**src/sv/i2c_framed_master_core_assert.svh**
```systemverilog
// Assertion macros for the framed I2C master core
`ifndef I2C_FRAMED_MASTER_CORE_ASSERT_SVH
`define I2C_FRAMED_MASTER_CORE_ASSERT_SVH
`ifndef NO_ASSERTIONS
`define IFM_ASSERT_IMP(lbl, clk, rst_n, a, c) \
    lbl: assert property (@(posedge clk) disable iff (!rst_n) (a) |-> (c)) \
        else $error("assertion failed");
`define IFM_ASSERT_NXT(lbl, clk, rst_n, a, c) \
    lbl: assert property (@(posedge clk) disable iff (!rst_n) (a) |=> (c)) \
        else $error("assertion failed");
`else
`define IFM_ASSERT_IMP(lbl, clk, rst_n, a, c)
`define IFM_ASSERT_NXT(lbl, clk, rst_n, a, c)
`endif
`endif

```
**src/sv/ifm_pkg.sv**
```systemverilog
// Package: types and constants for the framed I2C master core
package ifm_pkg;
    localparam int unsigned TICKS_PER_US = 1;

    localparam logic [1:0] OP_TICK  = 2'd0;
    localparam logic [1:0] OP_WRITE = 2'd1;
    localparam logic [1:0] OP_READ  = 2'd2;

    localparam logic [1:0] ST_OK      = 2'd0;
    localparam logic [1:0] ST_WR_NACK = 2'd1;
    localparam logic [1:0] ST_RETRY   = 2'd2;
    localparam logic [1:0] ST_TIMEOUT = 2'd3;

    localparam logic [1:0] KIND_LEN    = 2'd0;
    localparam logic [1:0] KIND_PAY    = 2'd1;
    localparam logic [1:0] KIND_STATUS = 2'd2;

    localparam logic [1:0] REG_WR_ADDR = 2'd0;
    localparam logic [1:0] REG_RD_ADDR = 2'd1;
    localparam logic [1:0] REG_RETRY   = 2'd2;
    localparam logic [1:0] REG_STRETCH = 2'd3;

    typedef enum logic [4:0] {
        P_IDLE, P_START_A, P_START_B, P_TX_LOW, P_TX_DATA, P_TX_HIGH,
        P_CA_LOW, P_CA_HIGH, P_WR_GAP, P_SP_A, P_SP_B, P_SP_C, P_RT_GAP,
        P_RX_LOW, P_RX_STRETCH, P_RX_HOLD, P_AK_A, P_AK_B, P_NK_A, P_NK_B
    } t_phase;

    typedef struct packed {
        logic [7:0]  wr_addr;
        logic [7:0]  rd_addr;
        logic [20:0] retry_limit;
        logic [7:0]  stretch_limit;
    } t_cfg;

    typedef struct packed {
        logic [1:0] op;
        logic [7:0] tx_byte;
        logic       first;
        logic       last;
        logic       sda;
        logic       scl;
    } t_item;

    typedef struct packed {
        logic       scl;
        logic       sda;
        logic       busy;
        logic       rx_valid;
        logic [7:0] rx_byte;
        logic [1:0] rx_kind;
        logic       rx_last;
        logic       done;
        logic [1:0] status;
    } t_result;

    function automatic logic [15:0] us_ticks(input logic [2:0] us);
        return 16'(32'(us) * TICKS_PER_US);
    endfunction
endpackage

```
**src/sv/ifm_cfg_regs.sv**
```systemverilog
// Configuration register file
module ifm_cfg_regs
    import ifm_pkg::*;
(
    input  logic        i_clk,
    input  logic        i_rst_n,
    input  logic        i_cfg_we,
    input  logic [1:0]  i_cfg_index,
    input  logic [20:0] i_cfg_data,
    output t_cfg        o_cfg
);
    t_cfg r_cfg;

    always_ff @(posedge i_clk) begin
        if (!i_rst_n) begin
            r_cfg.wr_addr       <= 8'h50;
            r_cfg.rd_addr       <= 8'h51;
            r_cfg.retry_limit   <= 21'd1500000;
            r_cfg.stretch_limit <= 8'd30;
        end else if (i_cfg_we) begin
            case (i_cfg_index)
                REG_WR_ADDR: r_cfg.wr_addr <= i_cfg_data[7:0];
                REG_RD_ADDR: r_cfg.rd_addr <= i_cfg_data[7:0];
                REG_RETRY:   r_cfg.retry_limit <= i_cfg_data;
                REG_STRETCH: r_cfg.stretch_limit <= i_cfg_data[7:0];
                default: ;
            endcase
        end
    end

    assign o_cfg = r_cfg;
endmodule

```
**src/sv/ifm_engine.sv**
```systemverilog
// Bus sequencer: one item in, one result out per cycle while i_step is high
module ifm_engine
    import ifm_pkg::*;
(
    input  logic    i_clk,
    input  logic    i_rst_n,
    input  t_cfg    i_cfg,
    input  logic    i_step,
    input  t_item   i_item,
    output t_result o_res
);
    t_phase r_phase, n_phase;
    logic [15:0] r_delay, n_delay;
    logic [3:0]  r_bits, n_bits;
    logic [7:0]  r_shift, n_shift;
    logic [20:0] r_retry, n_retry;
    logic [7:0]  r_stretch, n_stretch;
    logic [15:0] r_flen, n_flen;
    logic [15:0] r_left, n_left;
    logic        r_scl, n_scl, r_sda, n_sda;
    logic        r_rd, n_rd, r_addr, n_addr, r_hlast, n_hlast;
    logic [7:0]  r_hbyte, n_hbyte;
    logic [1:0]  r_est, n_est, r_stage, n_stage;
    t_result     n_res;
    logic [15:0] v_left, v_flen, v_pay;
    logic [7:0]  v_sh;
    logic        v_last;

    always_comb begin
        n_phase = r_phase; n_delay = r_delay; n_bits = r_bits; n_shift = r_shift;
        n_retry = r_retry; n_stretch = r_stretch; n_flen = r_flen; n_left = r_left;
        n_scl = r_scl; n_sda = r_sda; n_rd = r_rd; n_addr = r_addr;
        n_hlast = r_hlast; n_hbyte = r_hbyte; n_est = r_est; n_stage = r_stage;
        n_res = '0;
        v_left = '0; v_flen = '0; v_pay = '0; v_sh = '0; v_last = 1'b0;
        if (i_item.op == OP_TICK) begin
            if (r_phase != P_IDLE) begin
                if (r_delay > 16'd1) begin
                    n_delay = r_delay - 16'd1;
                end else begin
                    n_delay = '0;
                    case (r_phase)
                        P_START_A: begin
                            n_sda = 1'b0; n_phase = P_START_B; n_delay = us_ticks(3'd4);
                        end
                        P_START_B: begin
                            n_shift = r_rd ? i_cfg.rd_addr : i_cfg.wr_addr;
                            n_bits = '0; n_scl = 1'b0;
                            n_phase = P_TX_LOW; n_delay = us_ticks(3'd2);
                        end
                        P_TX_LOW: begin
                            n_sda = r_shift[7]; n_phase = P_TX_DATA; n_delay = us_ticks(3'd1);
                        end
                        P_TX_DATA: begin
                            n_scl = 1'b1; n_phase = P_TX_HIGH; n_delay = us_ticks(3'd2);
                        end
                        P_TX_HIGH: begin
                            n_shift = {r_shift[6:0], 1'b0};
                            n_bits = r_bits + 4'd1;
                            n_scl = 1'b0;
                            if (r_bits < 4'd7) begin
                                n_phase = P_TX_LOW; n_delay = us_ticks(3'd2);
                            end else begin
                                n_sda = 1'b1; n_phase = P_CA_LOW; n_delay = us_ticks(3'd4);
                            end
                        end
                        P_CA_LOW: begin
                            n_scl = 1'b1; n_phase = P_CA_HIGH; n_delay = us_ticks(3'd4);
                        end
                        P_CA_HIGH: begin
                            if (r_rd) begin
                                if (i_item.sda) begin
                                    n_est = ST_RETRY; n_scl = 1'b0;
                                    n_phase = P_SP_A; n_delay = us_ticks(3'd1);
                                end else begin
                                    n_addr = 1'b0; n_stage = KIND_LEN; n_left = 16'd2;
                                    n_shift = '0; n_bits = '0; n_stretch = '0; n_scl = 1'b0;
                                    n_phase = P_RX_LOW; n_delay = us_ticks(3'd4);
                                end
                            end else if (i_item.sda) begin
                                n_est = ST_WR_NACK; n_scl = 1'b0;
                                n_phase = P_SP_A; n_delay = us_ticks(3'd1);
                            end else if (r_addr) begin
                                n_addr = 1'b0; n_phase = P_WR_GAP; n_delay = us_ticks(3'd1);
                            end else if (r_hlast) begin
                                n_est = ST_OK; n_scl = 1'b0;
                                n_phase = P_SP_A; n_delay = us_ticks(3'd1);
                            end else begin
                                n_phase = P_IDLE; n_res.done = 1'b1; n_res.status = ST_OK;
                            end
                        end
                        P_WR_GAP: begin
                            n_shift = r_hbyte; n_bits = '0; n_scl = 1'b0;
                            n_phase = P_TX_LOW; n_delay = us_ticks(3'd2);
                        end
                        P_SP_A: begin
                            n_sda = 1'b0; n_phase = P_SP_B; n_delay = us_ticks(3'd3);
                        end
                        P_SP_B: begin
                            n_scl = 1'b1; n_phase = P_SP_C; n_delay = us_ticks(3'd3);
                        end
                        P_SP_C: begin
                            n_sda = 1'b1;
                            if (r_rd && r_addr) begin
                                if (r_retry == i_cfg.retry_limit) begin
                                    n_phase = P_IDLE; n_res.done = 1'b1;
                                    n_res.status = ST_RETRY;
                                end else begin
                                    n_retry = r_retry + 21'd1;
                                    n_phase = P_RT_GAP; n_delay = us_ticks(3'd1);
                                end
                            end else begin
                                n_phase = P_IDLE; n_res.done = 1'b1; n_res.status = r_est;
                            end
                        end
                        P_RT_GAP: begin
                            n_sda = 1'b1; n_scl = 1'b1;
                            n_phase = P_START_A; n_delay = us_ticks(3'd2);
                        end
                        P_RX_LOW, P_RX_STRETCH: begin
                            if (r_phase == P_RX_LOW) n_scl = 1'b1;
                            if (i_item.scl) begin
                                n_phase = P_RX_HOLD; n_delay = us_ticks(3'd4);
                            end else if (r_stretch > i_cfg.stretch_limit) begin
                                n_est = ST_TIMEOUT; n_scl = 1'b0;
                                n_phase = P_SP_A; n_delay = us_ticks(3'd1);
                            end else begin
                                if (r_stretch != 8'hFF) n_stretch = r_stretch + 8'd1;
                                n_phase = P_RX_STRETCH; n_delay = us_ticks(3'd1);
                            end
                        end
                        P_RX_HOLD: begin
                            v_sh = {r_shift[6:0], i_item.sda};
                            n_shift = v_sh;
                            n_bits = r_bits + 4'd1;
                            n_scl = 1'b0;
                            if (r_bits < 4'd7) begin
                                n_phase = P_RX_LOW; n_delay = us_ticks(3'd4);
                            end else begin
                                n_sda = 1'b0;
                                n_res.rx_valid = 1'b1;
                                n_res.rx_byte = v_sh;
                                n_res.rx_kind = r_stage;
                                v_left = (r_left != 16'd0) ? r_left - 16'd1 : r_left;
                                n_left = v_left;
                                if (r_stage == KIND_LEN) begin
                                    v_flen = {r_flen[7:0], v_sh};
                                    n_flen = v_flen;
                                    v_pay = (v_flen >= 16'd2) ? v_flen - 16'd2 : 16'd0;
                                    if (v_left == 16'd0) begin
                                        if (v_pay != 16'd0) begin
                                            n_stage = KIND_PAY; n_left = v_pay;
                                        end else begin
                                            n_stage = KIND_STATUS; n_left = 16'd2;
                                        end
                                    end
                                end else if (r_stage == KIND_PAY) begin
                                    if (v_left == 16'd0) begin
                                        n_stage = KIND_STATUS; n_left = 16'd2;
                                    end
                                end else begin
                                    v_last = (v_left == 16'd0);
                                end
                                n_res.rx_last = v_last;
                                if (v_last) begin
                                    n_sda = 1'b1; n_phase = P_NK_A; n_delay = us_ticks(3'd3);
                                end else begin
                                    n_phase = P_AK_A; n_delay = us_ticks(3'd4);
                                end
                            end
                        end
                        P_AK_A: begin
                            n_scl = 1'b1; n_phase = P_AK_B; n_delay = us_ticks(3'd4);
                        end
                        P_AK_B: begin
                            n_sda = 1'b1; n_shift = '0; n_bits = '0; n_stretch = '0;
                            n_scl = 1'b0; n_phase = P_RX_LOW; n_delay = us_ticks(3'd4);
                        end
                        P_NK_A: begin
                            n_scl = 1'b1; n_phase = P_NK_B; n_delay = us_ticks(3'd4);
                        end
                        P_NK_B: begin
                            n_est = ST_OK; n_scl = 1'b0;
                            n_phase = P_SP_A; n_delay = us_ticks(3'd1);
                        end
                        default: begin
                            n_phase = P_IDLE; n_res.done = 1'b1; n_res.status = ST_OK;
                        end
                    endcase
                end
            end
        end else if (r_phase == P_IDLE && i_item.op == OP_WRITE) begin
            n_rd = 1'b0; n_hbyte = i_item.tx_byte; n_hlast = i_item.last;
            if (i_item.first) begin
                n_addr = 1'b1; n_sda = 1'b1; n_scl = 1'b1;
                n_phase = P_START_A; n_delay = us_ticks(3'd2);
            end else begin
                n_addr = 1'b0; n_phase = P_WR_GAP; n_delay = us_ticks(3'd1);
            end
        end else if (r_phase == P_IDLE && i_item.op == OP_READ) begin
            n_rd = 1'b1; n_addr = 1'b1; n_retry = '0; n_flen = '0;
            n_sda = 1'b1; n_scl = 1'b1;
            n_phase = P_START_A; n_delay = us_ticks(3'd2);
        end
        n_res.scl = n_scl;
        n_res.sda = n_sda;
        n_res.busy = (n_phase != P_IDLE);
    end

    always_ff @(posedge i_clk) begin
        if (!i_rst_n) begin
            r_phase <= P_IDLE; r_delay <= '0; r_bits <= '0; r_shift <= '0;
            r_retry <= '0; r_stretch <= '0; r_flen <= '0; r_left <= '0;
            r_scl <= 1'b1; r_sda <= 1'b1; r_rd <= 1'b0; r_addr <= 1'b0;
            r_hlast <= 1'b0; r_hbyte <= '0; r_est <= ST_OK; r_stage <= KIND_LEN;
        end else if (i_step) begin
            r_phase <= n_phase; r_delay <= n_delay; r_bits <= n_bits;
            r_shift <= n_shift; r_retry <= n_retry; r_stretch <= n_stretch;
            r_flen <= n_flen; r_left <= n_left; r_scl <= n_scl; r_sda <= n_sda;
            r_rd <= n_rd; r_addr <= n_addr; r_hlast <= n_hlast; r_hbyte <= n_hbyte;
            r_est <= n_est; r_stage <= n_stage;
        end
    end

    assign o_res = n_res;
endmodule

```
**src/sv/i2c_framed_master_core.sv**
```systemverilog
// I2C framed master core: top level with input register and result register
// Path from input transfer to result: input register, then result register.
// Throughput: one item per cycle while the skid entry is empty; the skid entry holds
// one result while the result side is stalled, and tready is low while it is full.
// Bus timing is set by tick items; one step of the sequencer per tick.
// Reset (synchronous, active low): idle, SCL and SDA released high, registers defaulted.
module i2c_framed_master_core
    import ifm_pkg::*;
(
    input  logic        i_clk,
    input  logic        i_rst_n,
    input  logic        i_cfg_we,
    input  logic [1:0]  i_cfg_index,
    input  logic [20:0] i_cfg_data,
    input  logic        s_axis_tvalid,
    output logic        s_axis_tready,
    // tx_byte[7:0], frame_first[8], sda_level[9], scl_level[10], zero fill [15:11]
    input  logic [15:0] s_axis_tdata,
    // operation[1:0]
    input  logic [1:0]  s_axis_tuser,
    // frame_last
    input  logic        s_axis_tlast,
    output logic        m_axis_tvalid,
    input  logic        m_axis_tready,
    // scl_drive[0], sda_drive[1], busy_res[2], rx_valid[3], rx_byte[11:4],
    // done_res[12], status[14:13], zero fill [15]
    output logic [15:0] m_axis_tdata,
    // rx_kind[1:0]
    output logic [1:0]  m_axis_tuser,
    // rx_last
    output logic        m_axis_tlast
);
    `include "i2c_framed_master_core_assert.svh"

    t_cfg    w_cfg;
    t_result w_res;
    t_item   r_item;
    logic    r_in_vld;
    t_result r_out, r_skid;
    logic    r_out_vld, r_skid_vld;
    logic    w_step;

    ifm_cfg_regs u_cfg (
        .i_clk(i_clk), .i_rst_n(i_rst_n), .i_cfg_we(i_cfg_we),
        .i_cfg_index(i_cfg_index), .i_cfg_data(i_cfg_data), .o_cfg(w_cfg)
    );

    // stage the registered item into the sequencer when the result can be held
    assign w_step = r_in_vld && !r_skid_vld;
    assign s_axis_tready = !r_skid_vld;

    ifm_engine u_eng (
        .i_clk(i_clk), .i_rst_n(i_rst_n), .i_cfg(w_cfg),
        .i_step(w_step), .i_item(r_item), .o_res(w_res)
    );

    always_ff @(posedge i_clk) begin
        if (!i_rst_n) begin
            r_in_vld <= 1'b0;
        end else if (s_axis_tready) begin
            r_in_vld <= s_axis_tvalid;
        end
    end

    always_ff @(posedge i_clk) begin
        if (s_axis_tready && s_axis_tvalid) begin
            r_item.op      <= s_axis_tuser;
            r_item.tx_byte <= s_axis_tdata[7:0];
            r_item.first   <= s_axis_tdata[8];
            r_item.last    <= s_axis_tlast;
            r_item.sda     <= s_axis_tdata[9];
            r_item.scl     <= s_axis_tdata[10];
        end
    end

    // output register with one skid entry
    always_ff @(posedge i_clk) begin
        if (!i_rst_n) begin
            r_out_vld  <= 1'b0;
            r_skid_vld <= 1'b0;
        end else begin
            if (!r_out_vld || m_axis_tready) begin
                if (r_skid_vld) begin
                    r_out_vld  <= 1'b1;
                    r_skid_vld <= 1'b0;
                end else begin
                    r_out_vld <= w_step;
                end
            end else if (w_step) begin
                r_skid_vld <= 1'b1;
            end
        end
    end

    always_ff @(posedge i_clk) begin
        if (!r_out_vld || m_axis_tready) begin
            r_out <= r_skid_vld ? r_skid : w_res;
        end else if (w_step) begin
            r_skid <= w_res;
        end
    end

    assign m_axis_tvalid = r_out_vld;
    assign m_axis_tlast  = r_out.rx_last;
    assign m_axis_tuser  = r_out.rx_kind;
    assign m_axis_tdata  = {1'b0, r_out.status, r_out.done,
                            r_out.rx_byte, r_out.rx_valid, r_out.busy,
                            r_out.sda, r_out.scl};

    `IFM_ASSERT_IMP(a_skid_only_when_full, i_clk, i_rst_n, r_skid_vld, r_out_vld)
    `IFM_ASSERT_NXT(a_stall_holds, i_clk, i_rst_n,
        m_axis_tvalid && !m_axis_tready, m_axis_tvalid)
    `IFM_ASSERT_IMP(a_no_step_on_skid, i_clk, i_rst_n, r_skid_vld, !w_step)
endmodule
```
**config.mk**
```make
export PLATFORM = sky130hd
export DESIGN_NAME = i2c_framed_master_core
export DESIGN_NICKNAME = d
export VERILOG_FILES = /design/src/sv/ifm_pkg.sv /design/src/sv/ifm_cfg_regs.sv /design/src/sv/ifm_engine.sv /design/src/sv/i2c_framed_master_core.sv
export VERILOG_INCLUDE_DIRS = /design/src /design/src/sv
export SDC_FILE = /design/constraint.sdc
export NUM_CORES = 1
export LEC_CHECK = 0
export ABC_CLOCK_PERIOD_IN_PS = 4200
export BUFFER_PORTS_ARGS = -buffer_cell sky130_fd_sc_hd__buf_2
export CORE_MARGIN = 10
export CORE_UTILIZATION = 62
export DETAILED_ROUTE_END_ITERATION = 8
export PLACE_DENSITY = 0.81
export SLEW_MARGIN = 30
export SYNTH_ARGS = -nofsm -noshare
export SYNTH_HDL_FRONTEND = slang
export SYNTH_HIERARCHICAL = 1
export SYNTH_SLANG_ARGS = --single-unit
```
**constraint.sdc**
```tcl
create_clock -name i_clk -period 4.2 [get_ports i_clk]
set_input_delay 0.21 -clock i_clk [delete_from_list [all_inputs] [get_ports i_clk]]
set_output_delay 0.21 -clock i_clk [all_outputs]
set_load 0.01 [all_outputs]
```
# ---- After elaboration in Yosys (flattened, before gate mapping)
# Cells that the tools add are included.
dict set report word_totals {
  register_bits 201
  in_bits 47
  out_inout_bits 21
  wordCells 313
}
dict set report classes {
  addsub 6
  n_lt_le_gt_ge 4
  eq_ne 50
  n_mux 146
  bitwise_logic 4
  reduce_logical 56
}
# operator count
set op_table {}
lappend op_table {{$mux W16} 20}
lappend op_table {{$mux W21} 8}
lappend op_table {{$pmux W16 S9} 1}
lappend op_table {{$mux W8} 14}
lappend op_table {{$pmux W5 S17} 1}
lappend op_table {{$pmux W8 S6} 1}
lappend op_table {{$mux W15} 3}
lappend op_table {{$mux W5} 9}
lappend op_table {{$mux W1} 41}
lappend op_table {{$eq A5 B4 Y1 const B} 8}
lappend op_table {{$mux W3} 13}
lappend op_table {{$mux W2} 17}
lappend op_table {{$pmux W16 S2} 1}
lappend op_table {{$reduce_bool A16 Y1} 2}
lappend op_table {{$sub A16 B1 Y16 const B} 2}
lappend op_table {{$reduce_and A10 Y1} 3}
lappend op_table {{$mux W4} 7}
lappend op_table {{$ne A2 B2 Y1 const B} 14}
lappend op_table {{$mux W12} 2}
lappend op_table {{$pmux W8 S3} 1}
lappend op_table {{$reduce_and A8 Y1} 3}
lappend op_table {{$add A21 B1 Y21 const B} 1}
lappend op_table {{$eq A21 B21 Y1} 1}
lappend op_table {{$eq A5 B3 Y1 const B} 4}
lappend op_table {{other kinds (45)} 89}

# ---- Depth between registers and ports, before layout
# Gate-level depths: netlist of run 1.
dict set report depth {
  ltp_word 18
  depth_mapped 12
  depth_no_buf 11
}

# ---- By module
# Netlist of run 1, hierarchy kept.
# mod instances cells_per_inst area_per_inst_um2 seq_area_each_um2
set by_module_without_submodules {}
lappend by_module_without_submodules {ifm_engine 1 1025 7583.5 2062.0}
lappend by_module_without_submodules {i2c_framed_master_core 1 85 1871.8 1561.5}
lappend by_module_without_submodules {ifm_cfg_regs 1 185 1798.0 900.9}

# ---- Worst setup path before layout of run 1
# No wires, ideal clock.
dict set report synth_timing {
  path_type {register -> register}
  startpoint {reg u_eng.r_left[0]}
  endpoint {reg u_eng.r_delay[2]}
  setup_time_ps 117
  arrival_ps 3450
  required_time_ps 4083
  setup_slack_ps 632
  path_stages_with_launch 11
  n_path_buf 1
  synth_period_minus_slack_ps 3568
  path_cell_list {dfxtp_1 inv_1 ha_1 or4b_1 buf_2 nor4_1 mux2_2 or4b_4 or4_1 a211o_1 a32o_1}
}
dict set report synth_via {
  elab_chain_len 16
  word_cells_on_any_way 17
  classes_between {add/sub (1); mux (14); reduce/logical (2)}
}
# item line
set synth_lines {}
lappend synth_lines {{start: declaration} ifm_engine.sv:19} ;# logic [15:0] r_left, n_left;
lappend synth_lines {{start signal: assignment} ifm_engine.sv:219} ;# r_flen <= n_flen; r_left <= n_left; r_scl <= n_scl; r_sda <= n_sda;
lappend synth_lines {{$sub A16 B1 Y16 / $reduce_bool A16 Y1 (equally long branches)} ifm_engine.sv:144} ;# v_left = (r_left != 16'd0) ? r_left - 16'd1 : r_left;
lappend synth_lines {{$mux W16 (*)} ifm_engine.sv:144}
lappend synth_lines {{$logic_not A16 Y1 (*)} ifm_engine.sv:162} ;# v_last = (v_left == 16'd0);
lappend synth_lines {{$mux W1 (*)} ifm_engine.sv:157} ;# end else if (r_stage == KIND_PAY) begin
lappend synth_lines {{$mux W1 (*)} ifm_engine.sv:146} ;# if (r_stage == KIND_LEN) begin
lappend synth_lines {{$mux W1 (*)} ifm_engine.sv:137} ;# if (r_bits < 4'd7) begin
lappend synth_lines {{$mux W1 (*)} ifm_engine.sv:42} ;# case (r_phase)
lappend synth_lines {{$mux W1 (*)} ifm_engine.sv:38} ;# if (r_delay > 16'd1) begin
lappend synth_lines {{$mux W1 (*)} ifm_engine.sv:37} ;# if (r_phase != P_IDLE) begin
lappend synth_lines {{$mux W1 (*)} ifm_engine.sv:36} ;# if (i_item.op == OP_TICK) begin
lappend synth_lines {{$mux W3 (*)} ifm_engine.sv:165} ;# if (v_last) begin
lappend synth_lines {{$mux W16 (*)} ifm_engine.sv:137}
lappend synth_lines {{$pmux W16 S9 (*)} ifm_engine.sv:42}
lappend synth_lines {{$mux W16 (*)} ifm_engine.sv:38}
lappend synth_lines {{$mux W16 (*)} ifm_engine.sv:37}
lappend synth_lines {{$mux W16 (*)} ifm_engine.sv:36}
lappend synth_lines {{end signal: assignment} ifm_engine.sv:217} ;# r_phase <= n_phase; r_delay <= n_delay; r_bits <= n_bits;
lappend synth_lines {{end: declaration} ifm_engine.sv:13} ;# logic [15:0] r_delay, n_delay;
# Every way passes the cells marked *; elsewhere a longest branch is shown, timed or not. The select of a mux whose other input is x is not followed.
# A chain may end at the register's enable or synchronous reset.

==> results.md, run 1 <==
- Hold Fails Final Rpt: 0
- #FFs+latches synth: 201
- Post-synth EDFFs: 50
- Port Buffers: a little over 60
- Min setup slack post-route: 0.424 ns
- Residual DRC: 0
- Final std cells w/o fill: approximately 1,600
- Clock Power Share: 0.402
- DR vias: about 10,000
- Worst slew margin: 0.355
- Pin count of the biggest net entering global routing: 62
- Kind of cell adding the most delay to the critical path: simple AND/OR/NAND/NOR gates
- Clock root cell: clkbuf_16
- Cell-internal power: between 3 and 4 mW
- Post-route ant nets: 0
- Iter 0 DRT Violations: 1,170
- CTS buffer count: 22
- Final setup viols: 0
- CP Class: reg -> reg
- Vias in the first global route: approximately 10,000
- Psw: around 1.2 mW
- Area fraction of the dominant cell type after synthesis: 0.269
- Ranking of synthesized cells by area: dfxtp_1 (27%), edfxtp_1 (13%), mux2i_1 (4.4%), a21oi_1 (4.2%), nor2_1 (3.9%)
- Die area: 0.0239 mm2
- Rows: between 40 and 50
- Ys flop type: dfxtp_1
- Place WS: 0.505 ns
- TNS Setup: 0 ns
- Worst EP required: 4.57 ns
- Die W: 155 um
- Routability Congestion: 1.00
- Mapped Cells: 1,295
- WP data arrival: between 4 and 5 ns
- Residual overflow from global routing: 0
- Via/cell ratio: 6.52
- Asr flop ratio synth: 0
- Placed Cells: ~1,500
- Largest area contributor in the netlist: dfxtp_1
- Layout area overhead: 12.4%
- Synth cell count leaders: dfxtp_1 (151), nor2_1 (118), nand2_1 (111)
- Final net count: 1,418
- Finished Core Util: 0.707
- Diodes inserted: 0
- Post-CTS setup buffers: 0
- H-tree levels: 1
- Fraction of layout cells with a size suffix above 1: 0.133
- Seq pwr share: 0.473
- Mapped Avg Cell Area: 8.69 um2
- Maximum VDD drop: 358 uV
- Tcrit/Tclk final: 0.899
- RSZ-0062 raised after global routing: false
- First-pass GRT wire length: slightly above 50,000 um
- Number of distinct library cells after synthesis: 82
- Worst Max-Slew Pin Slew: between 0.9 and 1 ns
- Max-Cap Viols: 0
- Number of I/O pins: ~70
- Post-Route WL: about 32,000 um
- YS warnings: 6
- Outcome: complete, no violations
- Crit Path Max Fanout: 6
- Synthesized area: 0.0113 mm2
- Post-synthesis net count: 1,358
- Drt first pass iters: 5
- Worst-path cell chain: inv_1 > ha_1 > or4b_1 > nor4_1 > buf_4 > mux2_2 > or4_1 > nor4_1 > a211oi_1 > nand4_1 > mux2_2
- Critical Path Start Type: flop
- Worst-skew pair later-pin latency: 0.51 ns
- Maximum clock insertion buffer count: 3
- Most common cell in the synthesized netlist: dfxtp_1
- Combinational share of power: 0.124
- Sw frac: 0.265
- WP buf/inv: 2
- Hpwl dp: 22,500 um
- Clk sinks: 201
- Setup crit end kind: flop
- Max Fclk: 265 MHz
- Core ar.: between 0.015 and 0.02 mm2
- CP peak stage delay: 0.59 ns
- Tmin final: 3.78 ns
- CTS tree: done
- Clock Skews: 0.0179 ns
- PD cells: between 300 and 400 mW/mm2
- Die Ht: 155 um
- Final count of pins violating max slew: 0
- LEAKAGE: 4.81 nW
- Post-synthesis sequential area ratio: 0.402
- Initial Utilization: 0.629
- CP max-delay cell: nor4_1
- Worst hold path type: in -> reg
- Initial antenna violation count: 1
- Total track usage: 0.256
- Worst-path clk slew: 0.07 ns
- WL/cell: 19.9 um
[flip-flops by register name, indices dropped and copies added (netlist names), 8 cells and up]
| register | flops |
|---|---|
| u_eng/r_flen | 8 |
| r_skid | 18 |
| u_eng/r_stretch | 8 |
| u_eng/r_hbyte | 8 |
| u_cfg/o_cfg | 45 |
| m_axis_tdata | 15 |
| u_eng/r_retry | 21 |
| r_item | 14 |
| u_eng/r_delay | 16 |
| u_eng/r_shift | 8 |
| u_eng/r_left | 16 |
[worst reg2reg max path, stage by stage, from the launching register on]
cell      delay [ns]
dfxtp_1         0.35
inv_1           0.11
ha_1            0.18
or4b_1          0.56
nor4_1          0.31
buf_4           0.19
mux2_2          0.34
or4_1           0.55
nor4_1          0.59
a211oi_1        0.13
nand4_1         0.17
mux2_2          0.16
[cell type report]
cell class              instances  area [um2]
clock buffers                  30         602
clock inverters                10        52.6
fillers                      1398        5250
inverters                      51         191
multi-input cells             959        6180
flip-flops and latches        201        4520
well taps                     229         287
repair buffers                120         808
[power groups by stage]
stage          clock (mW)  sequential, mW  combinational (mW)
6_report             1.78            2.09               0.550
5_1_grt              1.88            2.10               0.589
4_1_cts              1.80            2.09               0.532
3_5_place_dp            0            2.13               0.513
3_3_place_gp            0            2.13               0.508
2_1_floorplan           0            2.12               0.355
[through the flow]
| stage | power (mW) | hold WS, ns | cell area [um2] |
|---|---|---|---|
| floorplan | 2.47 | 0.309 | 11300 |
| global placement | 2.64 | 0.386 | 11700 |
| detailed placement | 2.65 | 0.388 | 11700 |
| CTS | 4.43 | 0.00695 | 12600 |
| global route | 4.56 | 0.0190 | 12600 |
| finish | 4.43 | 0.0189 | 12600 |
[final timing paths]
| path | to | cells past startpoint | startpoint | slack (ns) |
|---|---|---|---|---|
| worst min register to register | u_cfg/o_cfg[5] | 2 | u_cfg/o_cfg[5] | 0.46 |
| worst max register to register | m_axis_tdata[2] | 11 | u_eng/r_left[0] | 0.42 |
| worst min-delay path | u_cfg/o_cfg[13] | 3 | i_cfg_data[5] | 0.02 |
| worst max-delay path | m_axis_tdata[2] | 11 | u_eng/r_left[0] | 0.42 |
[layer usage]
layer / vias to the layer above / wire length (um) / part of all wire / track usage
met4: 2 / 1080 / 0.034 / 0.0940
met3: 90 / 3140 / 0.098 / 0.0546
met1: 4887 / 13400 / 0.42 / 0.337
met5: - / 13 / 0.00041 / 0
li1: 4919 / - / - / -
met2: 530 / 14300 / 0.45 / 0.402
[cells by family after synthesis]
logic type,count (synthesis),synth area share
xor+xnor,55,0.0428
other cells,1,0.000333
buf+inv,135,0.0506
simple gates,516,0.243
flops,201,0.402
fa+ha+maj,16,0.0178
mux,77,0.0719
compound gates,294,0.171
[layout by cell type, fill, tap and decap left out, types with 6 or more instances in the layout]
master | netlist | final
dfxtp_1 | 151 | 151
nor2_1 | 118 | 118
nand2_1 | 111 | 111
a21oi_1 | 95 | 94
buf_2 | 5 | 61
edfxtp_1 | 50 | 50
inv_1 | 49 | 49
mux2i_1 | 49 | 49
o21ai_0 | 48 | 48
nand3_1 | 46 | 46
xnor2_1 | 37 | 37
buf_4 | 5 | 35
nor3_1 | 35 | 35
nand4_1 | 34 | 34
or4_1 | 28 | 28
mux2_2 | 27 | 27
dlygate4sd3_1 | 0 | 24
clkbuf_16 | 0 | 23
o211ai_1 | 22 | 22
xor2_1 | 18 | 18
or3_1 | 18 | 18
nor2b_1 | 17 | 17
and2_1 | 17 | 17
ha_1 | 16 | 16
nor4_1 | 15 | 15
o31ai_1 | 16 | 15
nand4b_1 | 13 | 13
a211oi_1 | 13 | 13
or2_2 | 11 | 11
and3_1 | 10 | 10
a21o_1 | 9 | 9
a222oi_1 | 9 | 9
a31oi_1 | 8 | 8
clkbuf_1 | 67 | 7
nand2b_1 | 8 | 7
o22ai_1 | 7 | 7
nor3b_1 | 7 | 6
o41ai_1 | 6 | 6
[timing repair]
item	4_1_cts	5_1_grt
hold buffers	24	0
endpoints found under the hold margin	24	0
gates resized for setup	0	0
setup endpoints to repair	0	0
No activity file was read; power rests on OpenSTA's default activity.
==> run 2, diff against run 1 <==
--- a/config.mk
+++ b/config.mk
@@ -8,10 +8,11 @@
 export LEC_CHECK = 0
 export ABC_CLOCK_PERIOD_IN_PS = 4200
 export BUFFER_PORTS_ARGS = -buffer_cell sky130_fd_sc_hd__buf_2
-export CORE_MARGIN = 10
-export CORE_UTILIZATION = 62
+export CORE_MARGIN = 5
+export CORE_UTILIZATION = 64
+export CTS_BUF_LIST = sky130_fd_sc_hd__clkbuf_8
 export DETAILED_ROUTE_END_ITERATION = 8
-export PLACE_DENSITY = 0.81
+export PLACE_DENSITY = 0.83
 export SLEW_MARGIN = 30
 export SYNTH_ARGS = -nofsm -noshare
 export SYNTH_HDL_FRONTEND = slang
==> run 2 against run 1 <==
  * Utilization rose by 2.7 points
  * Clock skew fell by 0.0037 ns
  * Design area rose by 0.35%
  * Worst hold slack got worse by 0.0035 ns
  * Critical path depth did not move
  * Critical path type unchanged
  * Largest power group unchanged
==> results.md, run 2 (synthesis gave the netlist of run 1 again) <==
- First-pass GRT wire length: 52,400 um (+2.2%)
- Vias in the first global route: 9,985 (+0.28%)
- Leading cell type in the layout, fill and taps excluded: dfxtp_1
- Drt first pass iters: 7 (+2)
- CP Class: reg -> reg
- Worst-skew pair later-pin latency: 0.52 ns (about the same)
- Worst EP required: 4.59 ns (+0.02 ns)
- Initial Utilization: 0.651 (+0.0220)
- Die Ht: 143 um (-7.8%)
- Sw frac: 0.274 (+0.00943)
- Clock Skews: 0.0142 ns (-0.00373 ns)
- Final hold slack: 0.0154 ns (-0.00349 ns)
- Fraction of layout cells with a size suffix above 1: 0.141 (+0.00702)
- Post-route ant nets: 0 (unchanged)
- Combinational share of power: 0.127 (+0.003)
- Worst hold path type: in -> reg
- Die area: 0.0203 mm2 (-15%)
- WL/cell: 20.0 um (+0.39%)
- Maximum clock insertion buffer count: 3 (unchanged)
- Setup crit end kind: flop
- PD cells: 343 mW/mm2 (-2.0%)
- Via/cell ratio: 6.54 (+0.41%)
- PostCTS Resize Cnt: 0 (unchanged)
- Worst-path clk slew: 0.06 ns (about the same)
- Final std cells w/o fill: 1,621 (+1.3%)
- TNS Setup: 0 ns (unchanged)
- Number of I/O pins: 68 (unchanged)
- Critical Path Start Type: flop
- Placed Cells: 1,527 (-0.59%)
- Leading cell types in the layout, fill and taps excluded: dfxtp_1 (151), nor2_1 (118), nand2_1 (111), a21oi_1 (94), inv_1 (62)
- Rows: 48 (-2.0%)
- LEAKAGE: 4.89 nW (+1.6%)
- Final count of pins violating max slew: 0 (unchanged)
- CTS tree: done
- Cell-internal power: 3.16 mW (-3.0%)
- Hpwl dp: 21,900 um (-2.7%)
- Die W: 143 um (-7.8%)
- Initial antenna violation count: 0 (-1)
- H-tree levels: 2 (+1)
- Max Fclk: 262 MHz (-0.90%)
- Psw: 1.19 mW (+1.8%)
- Tmin final: 3.81 ns (+0.0341 ns)
- Max-Cap Viols: 0 (unchanged)
- Largest register FFs: 45 (unchanged)
- CTS buffer count: 36 (+64%)
- Worst Max-Slew Pin Slew: 0.902 ns (-0.0619 ns)
- Final net count: 1,433 (+1.1%)
- Post-CTS setup buffers: 0 (unchanged)
- Iter 0 DRT Violations: 1,455 (+24%)
- Maximum VDD drop: 366 uV (+2.1%)
- Crit Path Max Fanout: 6 (unchanged)
- Residual DRC: 0 (unchanged)
- Pin count of the biggest net entering global routing: 85 (+37%)
- Worst slew margin: 0.396 (+0.0414)
- WP data arrival: 4.20 ns (+0.05 ns)
- Clock Power Share: 0.390 (-0.012)
- Outcome: complete, no violations
- RSZ-0062 raised after global routing: false
- Total track usage: 0.317 (+0.0616)
- DR vias: 10,600 (+1.7%)
- Clock root cell: clkbuf_8
- Tcrit/Tclk final: 0.907 (+0.00813)
- Clk sinks: 201 (unchanged)
- Layout area overhead: 12.8%
- Seq pwr share: 0.483 (+0.010)
- Routability Congestion: 1.02 (+1.7%)
- Residual overflow from global routing: 0 (unchanged)
- Core ar.: 0.0173 mm2 (-3.4%)
- Hold Fails Final Rpt: 0 (unchanged)
- Port Buffers: 61 (unchanged)
- Post-Route WL: 32,400 um (+1.7%)
- Final setup viols: 0 (unchanged)
==> run 2: cell count changes in the layout (fill, tap and decap cells not counted), sizes merged <==
cell and change:
inv +14, clkbuf +12, dlygate4sd3 +6, buf -5, clkinv -2, clkinvlp -1, diode +1
==> run 2: area by class of cell <==
class                      instances  area [um2]
antenna                            1        2.50
clock buffer                      42         578
clock inverter                    21        85.1
fill                            1288        4600
inverter                          51         191
multi-input combinational        959        6200
sequential                       201        4520
tap                              225         282
timing repair buffer             121         831
==> run 2: what timing repair did <==
item,CTS,global route
hold buffers,30,0
endpoints found under the hold margin,30,0
endpoints found under the setup margin,0,0
==> run 2: critical path, stage by stage (launching register included) <==
cell      delay, ns
dfxtp_1        0.34
inv_1          0.11
ha_1           0.18
or4b_1         0.57
nor4_1         0.31
buf_4          0.19
mux2_2         0.34
or4_1          0.56
nor4_1         0.62
a211oi_1       0.15
nand4_1        0.16
mux2_2         0.16
==> run 2: power by group through the flow <==
stage	logic [mW]	clock network [mW]	registers (mW)
finish	0.551	1.70	2.10
global placement	0.497	0	2.14
floorplan	0.355	0	2.12
CTS	0.529	1.73	2.10
global route	0.582	1.82	2.11
detailed placement	0.504	0	2.14
==> run 2: final timing paths <==
| check | end | startpoint | slack [ns] | cells past startpoint |
|---|---|---|---|---|
| min reg2reg | u_cfg/o_cfg[31] | u_cfg/o_cfg[31] | 0.46 | 2 |
| min | u_cfg/o_cfg[29] | i_cfg_data[0] | 0.02 | 3 |
| max reg2reg | m_axis_tdata[2] | u_eng/r_left[0] | 0.39 | 11 |
| max | m_axis_tdata[2] | u_eng/r_left[0] | 0.39 | 11 |
==> run 2: metal layers <==
metal	vias up	track usage	part of all wire
met2	609	0.503	0.45
met5	-	0	0.0024
met4	2	0.112	0.033
met1	4965	0.440	0.42
li1	4935	-	-
met3	97	0.0531	0.095
==> run 2: per-stage QoR <==
step | setup slack, ns | cell area, um2 | utilization | power [mW]
global route | 0.142 | 12700 | 0.734 | 4.50
floorplan | 0.632 | 11300 | - | 2.47
finish | 0.390 | 12700 | 0.734 | 4.35
detailed placement | 0.422 | 11700 | 0.676 | 2.64
global placement | 0.518 | 11700 | 0.676 | 2.63
CTS | 0.409 | 12700 | 0.732 | 4.35
==> run 3, diff against run 2 <==
--- a/config.mk
+++ b/config.mk
@@ -9,10 +9,9 @@
 export ABC_CLOCK_PERIOD_IN_PS = 4200
 export BUFFER_PORTS_ARGS = -buffer_cell sky130_fd_sc_hd__buf_2
 export CORE_MARGIN = 5
-export CORE_UTILIZATION = 64
-export CTS_BUF_LIST = sky130_fd_sc_hd__clkbuf_8
+export CORE_UTILIZATION = 62
 export DETAILED_ROUTE_END_ITERATION = 8
-export PLACE_DENSITY = 0.83
+export PLACE_DENSITY = 0.81
 export SLEW_MARGIN = 30
 export SYNTH_ARGS = -nofsm -noshare
 export SYNTH_HDL_FRONTEND = slang
==> run 3 against run 2 <==
  * Power increased by 4.1%
  * Non-clock buffer count down 6
  * Utilization is 2.6 points lower
  * Cell count shrank 1.5%
  * Sequential cell count stayed put
  * Worst setup slack improved by 0.017 ns
  * Sequential share of layout area up 0.084 points
  * Critical path type unchanged
  * Highest routed layer unchanged
==> results.md, run 3 (synthesis gave the netlist of run 1 again) <==
- Outcome: complete, no violations
- FILL cells: 1,411 (+9.5%)
- Die Ht: 145 um (+1.5%)
- WL/cell: 19.7 um (-1.3%)
- Worst hold path type: in -> reg
- Residual overflow from global routing: 0 (unchanged)
- WP data arrival: 4.19 ns (about the same)
- CP max-delay cell: or4_1
- CTS buffer count: 23 (-36%)
- Hpwl dp: 22,000 um (+0.30%)
- Maximum clock insertion buffer count: 3 (unchanged)
- Place WS: 0.454 ns (+0.0315 ns)
- Tcrit/Tclk final: 0.903 (-0.00395)
- Largest register FFs: 45 (unchanged)
- Via/cell ratio: 6.48 (-1.1%)
- Final std cells w/o fill: 1,597 (-1.5%)
- H-tree levels: 1 (-1)
- Drt first pass iters: 6 (-1)
- Max Fclk: 264 MHz (+0.44%)
- Leading cell type in the layout, fill and taps excluded: dfxtp_1
- Pin count of the biggest net entering global routing: 62 (-27%)
- Core ar.: 0.0179 mm2 (+3.5%)
- Clock root cell: clkbuf_16
- Number of I/O pins: 68 (unchanged)
- TNS Setup: 0 ns (unchanged)
- Die area: 0.0209 mm2 (+3.0%)
- Tot Pwr: 4.53 mW (+4.1%)
- CP peak stage delay: 0.59 ns (-0.03 ns)
- First-pass GRT wire length: 49,800 um (-5.1%)
- Placed Cells: 1,532 (+0.33%)
- Residual DRC: 0 (unchanged)
- Final count of pins violating max slew: 0 (unchanged)
- Multi-input combinational cell area: 0.00618 mm2 (-0.32%)
- Hold Fails Final Rpt: 0 (unchanged)
- Worst Max-Slew Pin Slew: 0.907 ns (+0.00429 ns)
- CP Class: reg -> reg
- LEAKAGE: 4.81 nW (-1.6%)
- Crit Path Max Fanout: 6 (unchanged)
- Die W: 145 um (+1.5%)
- Port Buffers: 61 (unchanged)
- Worst-skew pair later-pin latency: 0.50 ns (-0.02 ns)
- Dpl cell area: 0.0117 mm2 (+0.11%)
- Routability Congestion: 0.986 (-3.3%)
- RSZ-0062 raised after global routing: false
- Tmin final: 3.79 ns (-0.0166 ns)
- Layout area overhead: 12.6%
- Worst-path cell chain: inv_1 > ha_1 > or4b_1 > nor4_1 > buf_4 > mux2_2 > or4b_4 > or4_1 > a211o_1 > a32o_1
- Vias in the first global route: 9,486 (-5.0%)
- Fraction of layout cells with a size suffix above 1: 0.134 (-0.00663)
- Initial antenna violation count: 1 (+1)
- DR vias: 10,300 (-2.5%)
- Maximum VDD drop: 384 uV (+5.0%)
- Rows: 49 (+2.1%)
- Worst EP required: 4.60 ns (about the same)
- Iter 0 DRT Violations: 1,040 (-29%)
- Critical Path Start Type: flop
- Post-route ant nets: 0 (unchanged)
- Worst slew margin: 0.391 (-0.00529)
- Leading cell types in the layout, fill and taps excluded: dfxtp_1 (150), nor2_1 (117), nand2_1 (111), a21oi_1 (94), buf_2 (61)
- Max-Cap Viols: 0 (unchanged)
- Post-Route WL: 31,500 um (-2.8%)
- Clk sinks: 201 (unchanged)
- CTS tree: done
- Final setup viols: 0 (unchanged)
- PD cells: 358 mW/mm2 (+4.4%)
- Initial Utilization: 0.629 (-0.0220)
- Register area: 0.00453 mm2 (about the same)
- Min setup slack post-route: 0.406 ns (+0.0166 ns)
- Worst-path clk slew: 0.06 ns (about the same)
- Post-CTS setup buffers: 0 (unchanged)
- Design area: 0.0127 mm2 (-0.21%)
- Setup crit end kind: flop
- Total track usage: 0.297 (-0.0200)
- Clock Skews: 0.0103 ns (-0.00390 ns)
- Final net count: 1,414 (-1.3%)
## run 3: repair_timing
item	4_1_cts	5_1_grt
endpoints found under the hold margin	23	0
hold buffers	23	0
resized for setup	0	0
## run 3: metal layers
layer  track usage  up-vias  wire, um
met4         0.106        2      1090
li1              -     4893         -
met3        0.0641       92      2940
met2         0.462      483     14000
met5             0        -         8
met1         0.412     4871     13600
## run 3: path summary, 6_finish.rpt
path	startpoint	end	slack, ns	cells after the start
worst min register to register	u_cfg/o_cfg[39]	u_cfg/o_cfg[39]	0.46	2
worst min-delay path	i_cfg_data[14]	u_cfg/o_cfg[22]	0.003	3
worst max register to register	u_eng/r_left[0]	u_eng/r_delay[2]	0.41	10
worst max-delay path	u_eng/r_left[0]	u_eng/r_delay[2]	0.41	10
## run 3: per-stage QoR
stage	util	hold WS (ns)
3_3_place_gp	0.654	0.387
3_5_place_dp	0.654	0.388
4_1_cts	0.707	0.000902
2_1_floorplan	-	0.309
6_report	0.708	0.00293
5_1_grt	0.707	0.00706
## run 3: where the power goes
part / internal, mW / total [mW] / leakage, nW / switching [mW]
clock: 1.13 / 1.89 / 0.344 / 0.765
sequential: 2.04 / 2.10 / 1.74 / 0.0568
combinational: 0.205 / 0.540 / 2.72 / 0.335
## run 3: layout make-up
| cell class | count | area share |
|---|---|---|
| multi-input cells | 959 | 0.488 |
| flip-flops and latches | 201 | 0.357 |
| repair buffers | 115 | 0.0606 |
| clock buffers | 33 | 0.0509 |
| well taps | 229 | 0.0226 |
| inverters | 51 | 0.0151 |
| clock inverters | 8 | 0.00543 |
| diodes | 1 | 0.000198 |
## run 3: critical path, delay by kind of cell (launching register included)
| family | cells | cell delay (ns) |
|---|---|---|
| buf+inv | 2 | 0.32 |
| mux | 1 | 0.34 |
| fa+ha+maj | 1 | 0.16 |
| flops | 1 | 0.35 |
| compound gates | 2 | 0.52 |
| simple gates | 4 | 1.99 |
